===== src/sv/pse_pkg.sv =====
// shared types and constants for the postfix stack evaluator
`timescale 1ns / 1ps

package pse_pkg;

	localparam int STACK_DEPTH = 32;
	localparam int LVL_W       = $clog2(STACK_DEPTH + 1);
	localparam int ADDR_W      = (STACK_DEPTH > 2) ? $clog2(STACK_DEPTH) : 1;

	localparam logic [2:0] ST_OK         = 3'd0;
	localparam logic [2:0] ST_UNDERFLOW  = 3'd1;
	localparam logic [2:0] ST_OVERFLOW   = 3'd2;
	localparam logic [2:0] ST_BAD_SYMBOL = 3'd3;
	localparam logic [2:0] ST_EMPTY      = 3'd4;

	localparam logic [7:0] CH_ZERO  = 8'h30;
	localparam logic [7:0] CH_NINE  = 8'h39;
	localparam logic [7:0] CH_PLUS  = 8'h2b;
	localparam logic [7:0] CH_MINUS = 8'h2d;
	localparam logic [7:0] CH_TIMES = 8'h2a;

	typedef struct packed {
		logic [7:0] symbol;
		logic       last;
	} item_t;

	typedef struct packed {
		logic signed [31:0] value;
		logic        [2:0]  status;
	} result_t;

endpackage


===== src/sv/postfix_stack_evaluator.sv =====
// postfix stack evaluator top level
`timescale 1ns / 1ps

// Evaluates postfix expressions one character per transaction: digits push 0..9, '+', '-'
// and '*' combine the two top operands with 32-bit wrapping arithmetic. A transaction with
// last set produces one result (top of stack and status) and clears the stack and the
// sticky status for the next expression. A new character may be accepted every cycle while
// item_ready is high; the top two operands live in registers and the deeper
// entries in a single-port-write memory whose top entry is kept prefetched in a register,
// so pushes and pops never wait on a memory read. A two-deep output buffer lets input
// flow on while a result waits; item_ready drops only when both output slots are full.
module postfix_stack_evaluator (
	input  logic             clk,
	input  logic             arst_n,
	input  logic             item_valid,
	output logic             item_ready,
	input  pse_pkg::item_t   item,
	output logic             result_valid,
	input  logic             result_ready,
	output pse_pkg::result_t result
);
	import pse_pkg::*;

	logic [31:0] mem [STACK_DEPTH];

	logic [LVL_W-1:0] level_q;
	logic [2:0]       sticky_q;
	logic [31:0]      top_q;
	logic [31:0]      next_q;
	logic [31:0]      rd_q;

	logic             skid_valid_q;
	result_t          skid_q;
	result_t          out_q;
	logic             out_valid_q;

	logic             fire;
	logic             is_digit;
	logic             is_op;
	logic             do_push;
	logic             do_pop;
	logic [2:0]       err;
	logic [2:0]       sticky_d;
	logic [LVL_W-1:0] level_d;
	logic [31:0]      top_d;
	logic [31:0]      op_res;
	logic [31:0]      digit_val;
	logic [ADDR_W-1:0] wr_addr;
	logic [ADDR_W-1:0] rd_addr;
	logic             push_res;
	result_t          new_res;

	assign fire      = item_valid && item_ready;
	assign is_digit  = (item.symbol >= CH_ZERO) && (item.symbol <= CH_NINE);
	assign is_op     = (item.symbol == CH_PLUS) || (item.symbol == CH_MINUS) ||
		(item.symbol == CH_TIMES);
	assign digit_val = {24'd0, item.symbol - CH_ZERO};
	assign do_push   = fire && is_digit && (level_q != LVL_W'(STACK_DEPTH));
	assign do_pop    = fire && is_op && (level_q >= LVL_W'(2));

	// address of the entry that gets spilled on a push, and of the entry below
	// the prefetched one that refills it on a pop
	assign wr_addr = ADDR_W'(level_q - LVL_W'(2));
	assign rd_addr = ADDR_W'(level_q - LVL_W'(4));

	always_comb begin
		unique case (item.symbol)
			CH_PLUS:  op_res = next_q + top_q;
			CH_MINUS: op_res = next_q - top_q;
			default:  op_res = next_q * top_q;
		endcase
	end

	always_comb begin
		err = ST_OK;
		if (is_digit) begin
			if (level_q == LVL_W'(STACK_DEPTH)) err = ST_OVERFLOW;
		end else if (is_op) begin
			if (level_q < LVL_W'(2)) err = ST_UNDERFLOW;
		end else begin
			err = ST_BAD_SYMBOL;
		end
		sticky_d = (sticky_q == ST_OK) ? err : sticky_q;

		level_d = level_q;
		top_d   = top_q;
		if (do_push) begin
			level_d = level_q + LVL_W'(1);
			top_d   = digit_val;
		end else if (do_pop) begin
			level_d = level_q - LVL_W'(1);
			top_d   = op_res;
		end

		new_res.value  = '0;
		new_res.status = sticky_d;
		if (sticky_d == ST_OK) begin
			if (level_d == '0) new_res.status = ST_EMPTY;
			else new_res.value = top_d;
		end
	end

	assign push_res = fire && item.last;

	always_ff @(posedge clk or negedge arst_n) begin
		if (!arst_n) begin
			level_q  <= '0;
			sticky_q <= ST_OK;
		end else if (fire) begin
			if (item.last) begin
				level_q  <= '0;
				sticky_q <= ST_OK;
			end else begin
				level_q  <= level_d;
				sticky_q <= sticky_d;
			end
		end
	end

	// top two operands in registers, the rest in memory with its top prefetched in rd_q
	always_ff @(posedge clk) begin
		if (do_push) begin
			top_q  <= digit_val;
			next_q <= top_q;
			rd_q   <= next_q;
			if (level_q >= LVL_W'(2)) mem[wr_addr] <= next_q;
		end else if (do_pop) begin
			top_q  <= op_res;
			next_q <= rd_q;
			rd_q   <= mem[rd_addr];
		end
	end

	assign item_ready = !skid_valid_q;

	always_ff @(posedge clk or negedge arst_n) begin
		if (!arst_n) begin
			out_valid_q  <= 1'b0;
			skid_valid_q <= 1'b0;
		end else if (!out_valid_q || result_ready) begin
			if (skid_valid_q) begin
				out_valid_q  <= 1'b1;
				skid_valid_q <= push_res;
			end else begin
				out_valid_q  <= push_res;
				skid_valid_q <= 1'b0;
			end
		end else if (push_res) begin
			skid_valid_q <= 1'b1;
		end
	end

	always_ff @(posedge clk) begin
		if (!out_valid_q || result_ready) begin
			if (skid_valid_q) begin
				out_q  <= skid_q;
				skid_q <= new_res;
			end else begin
				out_q  <= new_res;
			end
		end else if (push_res) begin
			skid_q <= new_res;
		end
	end

	assign result_valid = out_valid_q;
	assign result       = out_q;

endmodule


===== config.mk =====
export PLATFORM = sky130hd
export DESIGN_NAME = postfix_stack_evaluator
export DESIGN_NICKNAME = d
export VERILOG_FILES = /design/src/sv/pse_pkg.sv /design/src/sv/postfix_stack_evaluator.sv
export SDC_FILE = /design/constraint.sdc
export NUM_CORES = 2
export LEC_CHECK = 0
export BUFFER_PORTS_ARGS = -buffer_cell sky130_fd_sc_hd__buf_2
export CORE_UTILIZATION = 63
export CTS_CLUSTER_DIAMETER = 40
export DETAILED_ROUTE_END_ITERATION = 12
export PLACE_DENSITY = 0.82
export SLEW_MARGIN = 10
export SYNTH_ARGS = -nofsm -noshare
export SYNTH_HDL_FRONTEND = slang
export SYNTH_SLANG_ARGS = --single-unit

===== constraint.sdc =====
create_clock -name clk -period 9.95 [get_ports clk]
set_clock_uncertainty 0.2 [all_clocks]
set_input_delay 1.99 -clock clk [delete_from_list [all_inputs] [get_ports clk]]
set_output_delay 1.99 -clock clk [all_outputs]
set_load 0.03 [all_outputs]

==> impl_metrics.yaml <==
outcome:
  status: "complete, no violations"
timing:
  period_needed_ns: 8.75
  setup_viol: 0
  maxClockFrequency_mhz: 114
  finalHoldViolations: 0
  worst_slew_pin_slew_ns: 1.36
  drv_slew: 0
  setup_tns_ns: 0
  rsz_0062_raised_after_global_routing: "no"
  final_critical_path_share_of_the_clock_period_pct: 88.0
  slew_headroom_pct: 8.99
synth:
  ys_types: 78
  synth_compound_gate_area_share_pct: 3.29
  syn-instance-count: 4238
  synth_async_sr_flop_share_pct: 0.916
  synthSimpleGateAreaFrac_pct: 7.40
  synthesis.area_per_instance_um2: 15.2
  synth_warnings: 0
  xor_xnor_share_of_the_synthesized_area_pct: 2.00
  synth_enable_flop_cells: 1158
  synthesis.nets: 4828
  synth-seq-cells: 1201
  synth_adder_area_share_pct: 16.0
  synth-seq-area-share_pct: 55.5
  combinational_family_with_the_most_area_after_synthesis: "adder cells"
  post_synth_instance_area_um2: 64300
  synthFlopType: "sky130_fd_sc_hd__edfxtp_1"
  yosys-mux-area-fraction_pct: 12.1
critical_path:
  timing_endpoint_of_the_critical_path: "result[34]"
  worstPathMaxFanout: 30
  r2r_cells: 21
  worst_setup_path_end_kind: "register"
  critical_path_arrival_ns: 9.06
  worstPathRequired_ns: 10.25
  worstSetupStartpointType: "register"
  r2r_end: "result[34]"
  path_class: "register to register"
  rrSetupSlack_ns: 1.20
  cp-startpoint: "next_q[12]"
  r2r_start: "next_q[12]"
layout:
  most_frequent_standard_cell_in_the_layout_excluding_fill_and_tap_cells: "sky130_fd_sc_hd__edfxtp_1"
  layout.nets: 4909
  final-instance-count-excl-fill: 5785
  area_growth_pct: 10.7
  num-fill-cells: 6087
  layout_cell_share_with_drive_strength_beyond_1_pct: 17.7
  most-common-layout-cells: "1158 x sky130_fd_sc_hd__edfxtp_1, 433 x sky130_fd_sc_hd__nand2_1, 410 x sky130_fd_sc_hd__inv_1, 409 x sky130_fd_sc_hd__fa_1, 331 x sky130_fd_sc_hd__and2_1"
grt:
  globalRouteTotalUtil_pct: 36.8
  total_congestion_overflow: 0
  grt_pass1_vias: 40900
  antenna_violations_before_repair: 3
  largest_net_degree_at_the_start_of_global_routing: 149
  grt_pass1_wl_um: 270000
pwr:
  power_leakage_nw: 26.2
  ir_drop_mv: 0.846
  power_per_cell_area_nw_per_um2: 364
routing:
  dr.pass1.iters: 7
  via_cell_ratio: 6.72
  average_wire_length_per_cell_after_detail_routing_um: 31.5
  route.antenna.remaining_nets: 0
  detail_route.wirelength_um: 182000
  via_count: 38900
  drc: 0
  initialDrtViolationCount: 5206
clocking:
  number_of_buffers_inserted_during_clock_tree_synthesis: 136
  post_cts_resized: 0
  clk_latency_ns: 0.78
  path_clk_slew_ns: 0.06
  cts_post_setup_buffers_inserted: 0
  cts-hold-fix-buffers: 0
  root_buffer: "sky130_fd_sc_hd__clkbuf_16"
  clock-sinks: 1201
  cts_max_level: 4
  tritoncts_clock_tree: "built"
  cts_buffer_depth: 3
floorplan:
  number_of_placement_rows: 116
  core_area_um2: 101000
  die_h_um: 322
  die_area_um2: 103000
  num_io_pins: 50
  start_util_pct: 64.0
  die_width_um: 322
placement:
  placement.io_buffers: 49
  gp_congestion: 0.970
  placed_cells: 5538
  post-dp-hpwl_um: 105000
job:
  max_cap_violations: 0
min_path:
  hold_path.class: "register to register"
metal layers:
metal	vias to the layer above	routed length [µm]	global-route usage [%]
met5	-	42	0
met4	6	12500	22.0
met3	743	21400	9.14
met2	3009	85900	57.6
met1	19800	62700	46.8
li1	15300	-	-
Yosys cell counts (all sizes together) (5+ instances only):
| master | n | area share, % |
|---|---|---|
| edfxtp | 1158 | 54 |
| nand2 | 433 | 2.5 |
| inv | 411 | 2.4 |
| fa | 409 | 13 |
| and2 | 331 | 3.2 |
| mux4 | 320 | 11 |
| clkbuf | 189 | 1.1 |
| ha | 168 | 3.3 |
| nor2 | 109 | 0.65 |
| o21ai | 97 | 0.75 |
| xnor2 | 87 | 1.2 |
| a21oi | 70 | 0.54 |
| xor2 | 60 | 0.82 |
| buf | 38 | 0.23 |
| mux2i | 35 | 0.54 |
| dfxtp | 32 | 1.0 |
| a21o | 24 | 0.28 |
| mux2 | 21 | 0.37 |
| o31ai | 20 | 0.24 |
| nand3 | 17 | 0.13 |
| nor3 | 17 | 0.16 |
| a31oi | 14 | 0.14 |
| o21a | 14 | 0.16 |
| a221oi | 13 | 0.19 |
| dfrtp | 11 | 0.43 |
| nor2b | 10 | 0.097 |
| and3 | 9 | 0.088 |
| nand2b | 9 | 0.11 |
| o21bai | 9 | 0.11 |
| o211ai | 7 | 0.082 |
| o22ai | 7 | 0.068 |
| or3 | 7 | 0.068 |
| or4 | 7 | 0.11 |
| a211oi | 6 | 0.070 |
| a22oi | 6 | 0.070 |
| nand4 | 5 | 0.049 |
| o41ai | 5 | 0.080 |
stage by stage:
stage                     hold WS (ns)  power, mW  instance area [µm²]  setup slack [ns]  util (%)
after floorplan                  0.291       16.6                64300              2.28         -
after global placement           0.296       20.2                66700              1.62      66.3
after detailed placement         0.299       20.4                66700              1.39      66.3
after CTS                        0.307       25.6                71200              1.34      70.8
after global routing             0.344       27.6                71200             0.878      70.8
final                            0.313       25.9                71200              1.20      70.8
final cells by class:
cell class | instances | area [µm²] | share of cell area (%)
Tap cell | 1357 | 1700 | 2.38
Clock buffer | 156 | 3500 | 4.92
Antenna cell | 3 | 7.51 | 0.0105
Inverter | 412 | 1550 | 2.17
Clock inverter | 88 | 1020 | 1.43
Timing Repair Buffer | 170 | 1180 | 1.66
Multi-Input combinational cell | 2398 | 26500 | 37.3
Sequential cell | 1201 | 35700 | 50.1
worst min path at each step:
stage / from / to / cells past startpoint
floorplan: rd_q[31] / next_q[31] / 2
CTS: skid_q[27] / result[27] / 2
global route: rd_q[12] / next_q[12] / 2
global placement: rd_q[20] / next_q[20] / 2
detailed placement: rd_q[18] / next_q[18] / 2
finish: rd_q[20] / next_q[20] / 2
sequential cells by signal, indices dropped and copies added, names as in the netlist, 3 cells and up:
signal / cells
sticky_q: 3
skid_q: 35
result: 35
mem: 1024
next_q: 32
top_q: 32
rd_q: 32
level_q: 6
power by group:
| group | internal, mW | switching [mW] | total [mW] |
|---|---|---|---|
| clock | 2.86 | 2.19 | 5.05 |
| combinational | 6.24 | 8.77 | 15.0 |
| sequential | 5.56 | 0.251 | 5.81 |
| total | 14.7 | 11.2 | 25.9 |
logic make-up after synthesis:
| logic type | Yosys count |
|---|---|
| fa+ha+maj | 577 |
| simple gates | 970 |
| flops | 1201 |
| mux | 376 |
| compound gates | 328 |
| xor+xnor | 147 |
| buf+inv | 639 |
worst max-delay path, cell delays in order (launching register included):
cell and delay, ns:
sky130_fd_sc_hd__edfxtp_1 1.17, sky130_fd_sc_hd__buf_4 0.47, sky130_fd_sc_hd__nand2_1 0.12, sky130_fd_sc_hd__fa_1 0.51
sky130_fd_sc_hd__fa_1 0.56, sky130_fd_sc_hd__fa_1 0.56, sky130_fd_sc_hd__inv_1 0.05, sky130_fd_sc_hd__fa_1 0.40
sky130_fd_sc_hd__fa_1 0.48, sky130_fd_sc_hd__fa_1 0.58, sky130_fd_sc_hd__fa_1 0.43, sky130_fd_sc_hd__fa_1 0.44
sky130_fd_sc_hd__ha_1 0.42, sky130_fd_sc_hd__nand3_1 0.17, sky130_fd_sc_hd__or3_1 0.42, sky130_fd_sc_hd__nor2_1 0.12
sky130_fd_sc_hd__o21ai_0 0.15, sky130_fd_sc_hd__a21oi_1 0.30, sky130_fd_sc_hd__o22ai_1 0.14, sky130_fd_sc_hd__xnor2_1 0.15
sky130_fd_sc_hd__a221oi_2 0.49, sky130_fd_sc_hd__o21ai_1 0.11
Note: power is estimated with default switching activity, not from simulation.
